`src/rtl/core/ffba_pkg.sv`:
```
// Shared types and constants of the first-fit block allocator.
// No dependencies.
`timescale 1ns / 1ps
`default_nettype none
package ffba_pkg;

	localparam int PAGE_BYTES_DEF       = 4096;
	localparam int BLOCK_HDR_BYTES_DEF  = 48;
	localparam int DEVICE_HDR_BYTES_DEF = 64;
	localparam int MAX_FREE_BLOCKS_DEF  = 16;
	localparam int MAX_ALLOCATIONS_DEF  = 16;

	localparam logic [31:0] POOL_RESET   = 32'd4194304;
	localparam logic [31:0] POOL_MIN_RAW = 32'd2097152;

	typedef enum logic [1:0] {
		KIND_RESERVE = 2'd0,
		KIND_RELEASE = 2'd1,
		KIND_READ    = 2'd2,
		KIND_WRITE   = 2'd3
	} kind_t;

	typedef enum logic [1:0] {
		ST_OK    = 2'd0,
		ST_INVAL = 2'd1,
		ST_NOMEM = 2'd2
	} status_t;

	typedef struct packed {
		kind_t       kind;
		logic [19:0] page_count;
		logic [31:0] block_id;
		logic [31:0] offset_bytes;
	} req_t;

	typedef struct packed {
		status_t     status;
		logic [31:0] new_block_id;
		logic [31:0] data_offset;
	} rsp_t;

endpackage
`default_nettype wire

```
`src/rtl/core/ffba_ram.sv`:
```
// Single-port-write, single-port-read table memory with registered read data.
// No dependencies.
`timescale 1ns / 1ps
`default_nettype none
module ffba_ram #(
	parameter int DEPTH = 16,
	parameter int WIDTH = 64
) (
	input  wire logic                     clk,
	input  wire logic                     we,
	input  wire logic [$clog2(DEPTH)-1:0] waddr,
	input  wire logic [WIDTH-1:0]         wdata,
	input  wire logic [$clog2(DEPTH)-1:0] raddr,
	output logic      [WIDTH-1:0]         rdata
);
	logic [WIDTH-1:0] mem [DEPTH];

	always_ff @(posedge clk) begin
		if (we) begin
			mem[waddr] <= wdata;
		end
		rdata <= mem[raddr];
	end
endmodule
`default_nettype wire

```
`src/rtl/core/first_fit_block_allocator.sv`:
```
// Top level of the first-fit block allocator: sequencer plus free and allocation tables.
// Depends on ffba_pkg and ffba_ram.
//
//   channel   signals                      handshake
//   request   start, busy, req             taken when start & !busy, unless a pool write wins
//   result    done, rsp                    one-cycle strobe, no back-pressure
//   config    cfg_we, cfg_wdata            written when cfg_we in idle and cfg_wdata >= POOL_MIN
//
// A request rejected early gives its result word straight from S_EVAL. A reserve walks
// the free table one entry at a time, reading and then comparing each, and, when an entry
// empties, moves later entries down one by one; release and access walk the allocation
// table one entry at a time. Each table has one read port. After reset or a pool size
// write the block is busy in S_INIT, where it writes the first free-table entry.
`timescale 1ns / 1ps
`default_nettype none
module first_fit_block_allocator #(
	parameter int PAGE_BYTES       = ffba_pkg::PAGE_BYTES_DEF,
	parameter int BLOCK_HDR_BYTES  = ffba_pkg::BLOCK_HDR_BYTES_DEF,
	parameter int DEVICE_HDR_BYTES = ffba_pkg::DEVICE_HDR_BYTES_DEF,
	parameter int MAX_FREE_BLOCKS  = ffba_pkg::MAX_FREE_BLOCKS_DEF,
	parameter int MAX_ALLOCATIONS  = ffba_pkg::MAX_ALLOCATIONS_DEF
) (
	input  wire logic          clk,
	input  wire logic          arst_n,
	input  wire logic          start,
	output logic               busy,
	input  wire ffba_pkg::req_t req,
	output logic               done,
	output ffba_pkg::rsp_t     rsp,
	input  wire logic          cfg_we,
	input  wire logic [31:0]   cfg_wdata
);
	import ffba_pkg::*;

	localparam int FIDX_W = $clog2(MAX_FREE_BLOCKS);
	localparam int FCNT_W = $clog2(MAX_FREE_BLOCKS + 1);
	localparam int AIDX_W = $clog2(MAX_ALLOCATIONS);
	localparam int ACNT_W = $clog2(MAX_ALLOCATIONS + 1);
	localparam int PB_W   = $clog2(PAGE_BYTES + 1);
	localparam int LEN_W  = 20 + PB_W;
	localparam int NEED_W = LEN_W + 1;
	localparam int XW     = NEED_W + 1;
	localparam logic [31:0] DEV_HDR  = 32'(DEVICE_HDR_BYTES);
	localparam logic [31:0] BLK_HDR  = 32'(BLOCK_HDR_BYTES);
	localparam logic [31:0] POOL_MIN = POOL_MIN_RAW + DEV_HDR;
	localparam logic [31:0] USABLE_RESET = POOL_RESET - DEV_HDR - BLK_HDR;
	localparam logic [FCNT_W-1:0] FREE_MAX = FCNT_W'(MAX_FREE_BLOCKS);
	localparam logic [ACNT_W-1:0] ALLOC_MAX = ACNT_W'(MAX_ALLOCATIONS);

	typedef enum logic [3:0] {
		S_INIT, S_IDLE, S_EVAL, S_FSCAN_RD, S_FSCAN_CMP,
		S_SHIFT_RD, S_SHIFT_WR, S_LK_RD, S_LK_CMP
	} state_t;

	state_t                state_q;
	req_t                  req_q;
	rsp_t                  rsp_q;
	logic                  done_q;
	logic [LEN_W-1:0]      len_q;
	logic [31:0]           pool_q;
	logic [31:0]           bytes_free_q;
	logic [FCNT_W-1:0]     free_count_q;
	logic [FCNT_W-1:0]     fidx_q;
	logic [ACNT_W-1:0]     aidx_q;
	logic [AIDX_W-1:0]     slot_q;
	logic [MAX_ALLOCATIONS-1:0] valid_q;

	logic                  f_we;
	logic [FIDX_W-1:0]     f_waddr, f_raddr;
	logic [63:0]           f_wdata, f_rdata;
	logic                  a_we;
	logic [AIDX_W-1:0]     a_waddr, a_raddr;
	logic [63:0]           a_wdata, a_rdata;

	logic [NEED_W-1:0]     need;
	logic [NEED_W-1:0]     rest;
	logic [31:0]           f_start, f_size, a_id, a_size;
	logic [31:0]           carve_id;
	logic                  fit;
	logic                  id_hit;
	logic                  range_bad;
	logic [AIDX_W-1:0]     slot_c;
	logic                  slot_found;
	logic [FCNT_W-1:0]     fidx_next;

	assign f_start  = f_rdata[63:32];
	assign f_size   = f_rdata[31:0];
	assign a_id     = a_rdata[63:32];
	assign a_size   = a_rdata[31:0];
	assign need     = NEED_W'(len_q) + NEED_W'(BLK_HDR);
	assign fit      = NEED_W'(f_size) >= need;
	assign rest     = NEED_W'(f_size) - need;
	assign carve_id = f_start + BLK_HDR + rest[31:0];
	assign id_hit   = valid_q[aidx_q[AIDX_W-1:0]] && (a_id == req_q.block_id);
	assign range_bad = (XW'(a_size) < XW'(len_q)) || (XW'(req_q.offset_bytes) >= XW'(a_size))
		|| ((XW'(req_q.offset_bytes) + XW'(len_q)) > XW'(a_size));
	assign fidx_next = fidx_q + FCNT_W'(1);

	always_comb begin
		slot_c = '0;
		slot_found = 1'b0;
		for (int i = MAX_ALLOCATIONS - 1; i >= 0; i--) begin
			if (!valid_q[i]) begin
				slot_c = AIDX_W'(i);
				slot_found = 1'b1;
			end
		end
	end

	always_comb begin
		f_we    = 1'b0;
		f_waddr = fidx_q[FIDX_W-1:0];
		f_wdata = {f_start, rest[31:0]};
		f_raddr = fidx_q[FIDX_W-1:0];
		a_we    = 1'b0;
		a_waddr = slot_q;
		a_wdata = {carve_id, 32'(len_q)};
		a_raddr = aidx_q[AIDX_W-1:0];
		unique case (state_q)
			S_INIT: begin
				f_we    = 1'b1;
				f_waddr = '0;
				f_wdata = {DEV_HDR, pool_q - DEV_HDR - BLK_HDR};
			end
			S_FSCAN_CMP: begin
				f_we = fit && (rest != '0);
				a_we = fit;
			end
			S_SHIFT_RD: begin
				f_raddr = fidx_next[FIDX_W-1:0];
			end
			S_SHIFT_WR: begin
				f_we    = 1'b1;
				f_wdata = f_rdata;
			end
			S_LK_CMP: begin
				f_we    = id_hit && (req_q.kind == KIND_RELEASE) && (free_count_q < FREE_MAX);
				f_waddr = free_count_q[FIDX_W-1:0];
				f_wdata = {req_q.block_id, a_size};
			end
			default: begin
			end
		endcase
	end

	ffba_ram #(.DEPTH(MAX_FREE_BLOCKS), .WIDTH(64)) u_free_ram (
		.clk(clk), .we(f_we), .waddr(f_waddr), .wdata(f_wdata),
		.raddr(f_raddr), .rdata(f_rdata)
	);

	ffba_ram #(.DEPTH(MAX_ALLOCATIONS), .WIDTH(64)) u_alloc_ram (
		.clk(clk), .we(a_we), .waddr(a_waddr), .wdata(a_wdata),
		.raddr(a_raddr), .rdata(a_rdata)
	);

	always_ff @(posedge clk or negedge arst_n) begin
		if (!arst_n) begin
			state_q      <= S_INIT;
			done_q       <= 1'b0;
			pool_q       <= POOL_RESET;
			bytes_free_q <= USABLE_RESET;
			free_count_q <= FCNT_W'(1);
			valid_q      <= '0;
			fidx_q       <= '0;
			aidx_q       <= '0;
			slot_q       <= '0;
		end else begin
			done_q <= 1'b0;
			unique case (state_q)
				S_INIT: begin
					state_q <= S_IDLE;
				end
				S_IDLE: begin
					if (cfg_we && cfg_wdata >= POOL_MIN) begin
						pool_q       <= cfg_wdata;
						bytes_free_q <= cfg_wdata - DEV_HDR - BLK_HDR;
						free_count_q <= FCNT_W'(1);
						valid_q      <= '0;
						state_q      <= S_INIT;
					end else if (start) begin
						req_q   <= req;
						len_q   <= LEN_W'(req.page_count) * LEN_W'(PAGE_BYTES);
						fidx_q  <= '0;
						aidx_q  <= '0;
						rsp_q   <= '{status: ST_OK, new_block_id: '0, data_offset: '0};
						state_q <= S_EVAL;
					end
				end
				S_EVAL: begin
					slot_q <= slot_c;
					if (req_q.kind == KIND_RESERVE) begin
						if (req_q.page_count == '0) begin
							rsp_q.status <= ST_INVAL;
							done_q  <= 1'b1;
							state_q <= S_IDLE;
						end else if (NEED_W'(bytes_free_q) < need || !slot_found) begin
							rsp_q.status <= ST_NOMEM;
							done_q  <= 1'b1;
							state_q <= S_IDLE;
						end else begin
							state_q <= S_FSCAN_RD;
						end
					end else if (req_q.block_id == '0
						|| (req_q.kind == KIND_RELEASE && req_q.page_count == '0)) begin
						rsp_q.status <= ST_INVAL;
						done_q  <= 1'b1;
						state_q <= S_IDLE;
					end else begin
						state_q <= S_LK_RD;
					end
				end
				S_FSCAN_RD: begin
					if (fidx_q >= free_count_q) begin
						rsp_q.status <= ST_NOMEM;
						done_q  <= 1'b1;
						state_q <= S_IDLE;
					end else begin
						state_q <= S_FSCAN_CMP;
					end
				end
				S_FSCAN_CMP: begin
					if (fit) begin
						bytes_free_q <= bytes_free_q - need[31:0];
						valid_q[slot_q] <= 1'b1;
						rsp_q.new_block_id <= carve_id;
						if (rest == '0) begin
							state_q <= S_SHIFT_RD;
						end else begin
							done_q  <= 1'b1;
							state_q <= S_IDLE;
						end
					end else begin
						fidx_q  <= fidx_next;
						state_q <= S_FSCAN_RD;
					end
				end
				S_SHIFT_RD: begin
					if (fidx_next < free_count_q) begin
						state_q <= S_SHIFT_WR;
					end else begin
						free_count_q <= free_count_q - FCNT_W'(1);
						done_q  <= 1'b1;
						state_q <= S_IDLE;
					end
				end
				S_SHIFT_WR: begin
					fidx_q  <= fidx_next;
					state_q <= S_SHIFT_RD;
				end
				S_LK_RD: begin
					if (aidx_q == ALLOC_MAX) begin
						rsp_q.status <= ST_INVAL;
						done_q  <= 1'b1;
						state_q <= S_IDLE;
					end else begin
						state_q <= S_LK_CMP;
					end
				end
				S_LK_CMP: begin
					if (!id_hit) begin
						aidx_q  <= aidx_q + ACNT_W'(1);
						state_q <= S_LK_RD;
					end else begin
						done_q  <= 1'b1;
						state_q <= S_IDLE;
						if (req_q.kind == KIND_RELEASE) begin
							if (free_count_q >= FREE_MAX) begin
								rsp_q.status <= ST_NOMEM;
							end else begin
								free_count_q <= free_count_q + FCNT_W'(1);
								bytes_free_q <= bytes_free_q + a_size;
								valid_q[aidx_q[AIDX_W-1:0]] <= 1'b0;
							end
						end else if (req_q.page_count != '0) begin
							if (range_bad) begin
								rsp_q.status <= ST_INVAL;
							end else begin
								rsp_q.data_offset <= req_q.block_id + BLK_HDR
									+ req_q.offset_bytes;
							end
						end
					end
				end
				default: begin
					state_q <= S_IDLE;
				end
			endcase
		end
	end

	assign busy = (state_q != S_IDLE);
	assign done = done_q;
	assign rsp  = rsp_q;
endmodule
`default_nettype wire

```
`config.mk`:
```
export PLATFORM = sky130hd
export DESIGN_NAME = first_fit_block_allocator
export DESIGN_NICKNAME = d
export VERILOG_FILES = /design/src/rtl/core/ffba_pkg.sv /design/src/rtl/core/ffba_ram.sv /design/src/rtl/core/first_fit_block_allocator.sv
export SDC_FILE = /design/constraint.sdc
export NUM_CORES = 2
export LEC_CHECK = 0
export BUFFER_PORTS_ARGS = -buffer_cell sky130_fd_sc_hd__buf_2
export CELL_PAD_IN_SITES_DETAIL_PLACEMENT = 1
export CELL_PAD_IN_SITES_GLOBAL_PLACEMENT = 1
export CORE_UTILIZATION = 30
export CTS_BUF_LIST = sky130_fd_sc_hd__clkbuf_4
export CTS_CLUSTER_DIAMETER = 40
export DETAILED_ROUTE_END_ITERATION = 6
export PLACE_DENSITY = 0.58
export SYNTH_ARGS = -nofsm -noshare
export SYNTH_HDL_FRONTEND = slang
export SYNTH_SLANG_ARGS = --single-unit
export TNS_END_PERCENT = 50
```
`constraint.sdc`:
```
create_clock -name clk -period 15.05 [get_ports clk]
set_input_delay 4.515 -clock clk [delete_from_list [all_inputs] [get_ports clk]]
set_output_delay 4.515 -clock clk [all_outputs]
set_load 0.005 [all_outputs]
```
==> impl_results.md <==
- Initial core utilization: between 30 and 40%
- Nets: 6367
- Setup ws final: 6950 ps
- Final Hold Violating Endpoints: 0
- CP endpoint kind: output port
- Yosys top cell area share: 64.02%
- Routed Antenna Nets: 0
- CP Cell Sequence: buf_4 -> nand2b_1 -> nor3_1 -> inv_1 -> buf_2
- Critical Path AT: ~3600 ps
- Hold Slack: about 520 ps
- Detailed-route DRC error count: 0
- Setup tns final: 0 ps
- Sequential share of the synthesized area: 69.17%
- Largest net degree at the start of global routing: 157
- Switch share: 36.57%
- Drt pass-1 iters: 7
- Max Root-Sink Buffers: 4
- Die Footprint: 0.3162 mm2
- Reg power frac: about two fifths
- Hold Crit Class: register to register
- Row count: 205
- CTS tree: done
- Fmax achieved: 0.1235 GHz
- Avg Cell Area, Syn: 18.03 um2
- Ports: 190
- Final wirelength: 296400 um
- Input/output buffers: 189
- Htree depth: 6
- Yosys cell types: slightly above 80
- Slew @ Worst Pin: 1372 ps
- GPL Wtd Cong: 0.8432
- Final setup violation count: 0
- Drt wl/cell: 28.04 um
- PwrDens: 225.6 mW/mm2
- Peak VDD IR: around 360 uV
- Synth top area cells: edfxtp_1 (64%), mux4_2 (14%), ha_1 (3.8%), dfxtp_1 (2.5%), dfrtp_1 (2.2%)
- Comb power frac: a little over a third
- Global-route wire length before repair: 419300 um
- NetSw: 9.004 mW
- Max-slew headroom: 8.219%
- Syn Std Cell Area: 0.09418 mm2
- Synth warn: 0
- Root Buffer: clkbuf_4
- Core ar.: 0.3122 mm2
- WP data required: between 10000 and 15000 ps
- Cells after Synth: 5225
- Syn nets: 5640
- Clock Latency Late Sink: 1340 ps
- Period utilization: 53.82%
- Pre-CTS setup slack: 5973 ps
- Minimum clock period: 8100 ps
- Antenna violations before repair: 22
- Crit path max fanout: 54
- Hold buffers post-CTS: 0
- Async SR Flop Fraction: under 10%
- Cell-internal power: 15.62 mW
- Postcts setup bufs: 0
- CTS Buf Count: about 580
- Clock share of power: a little under a quarter
- Die Height: 562.3 um
- Area delta synth->final: 15.87%
- Vias in the first global route: 57.61k
- EDFF count, synth: 2008
- Total global routing overflow: 0
- Final Max Tran Viols: 0
- Post-CTS Resized: 0
- Die X: between 500 and 600 um
- Max cap viols: 0
- DR vias/cell: ~5.1
- Predominant post-synthesis flop cell: edfxtp_1
- Status: finished clean
- Crit path largest cell delay: 580 ps
- Clk_skew: 150.1 ps
- Via Count: 54.43k
- DP HPWL: 180600 um
- Synthesized flop and latch total: 2224
- Leading area contributor after synthesis: edfxtp_1
- Leakage: 37.43 nW
- RSZ-0062 raised after global routing: no
- Critical path class: register to output port
- DRT iter0 DRCs: around 4.6k
- Clock slew at reported path FFs: 60 ps
- Setup crit start kind: register
- Clock Sinks: 2224
- Worst path slowest cell: nor3_1
- Share of cells above drive strength 1: 31.36%
- GRT Resource Usage Total: a little under a fifth
[cells in the final DEF, fill, tap and decap left out, types with 25 or more instances in the layout]
cell,synthesis,routed
buf_2,2,188
a211oi_1,26,26
inv_1,125,124
clkinv_1,1,106
mux4_2,585,585
nand2_1,214,211
nand2b_1,37,37
nor3_1,50,49
xor2_1,67,67
nor4_1,36,35
nor2_4,0,33
bufinv_16,0,25
buf_4,0,152
and3_1,30,30
nand3_1,88,88
mux2_2,35,35
a21o_1,69,69
ha_1,288,288
nand4_1,35,35
a21oi_1,197,196
nor2_1,253,219
edfxtp_1,2008,2008
and2_1,31,30
dfrtp_1,82,77
clkbuf_4,0,878
o21ai_0,114,113
dfxtp_1,116,116
a31oi_1,41,40
xnor2_1,132,129
[power by group through the flow]
stage,Combinational (mW),Clock (mW),Sequential [mW]
after detailed placement,8.61,0,10.5
final,8.62,5.67,10.3
after global routing,9.27,6.11,10.4
after global placement,8.28,0,10.4
after floorplan,4.91,0,10.2
after CTS,8.64,5.85,10.3
[synthesized netlist by cell type (30+ instances only)]
cell / number
nor4_1: 36
nor3_1: 50
dfrtp_1: 82
and3_1: 30
o21ai_0: 114
nand3_1: 88
ha_1: 288
clkbuf_1: 156
mux2_2: 35
a21o_1: 69
xor2_1: 67
a21oi_1: 197
nand4_1: 35
a31oi_1: 41
mux4_2: 585
and2_1: 31
nor2_1: 253
dfxtp_1: 116
nand2b_1: 37
inv_1: 125
xnor2_1: 132
buf_1: 41
edfxtp_1: 2008
nand2_1: 214
[metrics by stage]
step,cells,util (%),cell area [um2],power [mW]
2_1_floorplan,5225,-,94180,15.06
3_3_place_gp,9506,32.38,101100,18.73
3_5_place_dp,9506,32.38,101100,19.08
4_1_cts,10560,34.95,109100,24.83
5_1_grt,10570,34.96,109100,25.75
6_report,10570,34.96,109100,24.62
[per-layer routing]
| metal | vias to the layer above | GRT usage [%] | share of wire [%] |
|---|---|---|---|
| met2 | 1768 | 31.43 | 50 |
| li1 | 23090 | - | - |
| met4 | 6 | 7.315 | 3.6 |
| met3 | 503 | 2.872 | 5.1 |
| met1 | 29060 | 23.44 | 41 |
| met5 | - | 0 | 0.015 |
[final timing paths]
check	slack, ps	cells after the start	to	from
worst max-delay path	6950	5	busy	state_q[3]
worst min-delay path	520	1	pool_q[31]	pool_q[31]
max in group asynchronous	10130	3	pool_q[27]	arst_n
min in group asynchronous	3560	2	free_count_q[2]	arst_n
worst min register to register	520	1	pool_q[31]	pool_q[31]
worst max register to register	7660	22	rsp[13]	len_q[13]
[critical path: cells and delay by family, from the launching register on]
kind,cells,cell delay (ps)
DFF,1,390
and+or+nand+nor,2,890
buffers and inverters,3,1000
[flip-flops by register name (all words and copies together), names as in the netlist]
signal and count:
a_waddr 4, u_alloc_ram.mem 832, u_alloc_ram.rdata 52, u_free_ram.mem 1024, valid_q 16, done 1, pool_q 32, req_q 66
bytes_free_q 28, rsp 66, free_count_q 5, u_free_ram.rdata 64, aidx_q 5, len_q 20, state_q 4, fidx_q 5
[logic make-up after synthesis]
kind of cell             share of synthesized area (%)
flip-flops                                       69.17
AO/OA/AOI/OAI                                    4.623
adder cells (fa/ha/maj)                          3.932
buffers and inverters                            1.310
AND/OR/NAND/NOR                                  4.591
XOR/XNOR                                         1.851
multiplexers                                     14.52
[cell type report]
| class | count | area [um2] |
|---|---|---|
| inverters | 126 | 473.0 |
| diodes | 8 | 20.02 |
| fillers | 31720 | 203000 |
| clock buffers | 878 | 6591 |
| well taps | 4140 | 5180 |
| clock inverters | 177 | 1424 |
| multi-input cells | 2675 | 28160 |
| flip-flops and latches | 2224 | 65160 |
| repair buffers | 342 | 2122 |
No activity file was read; power rests on OpenSTA's default activity.
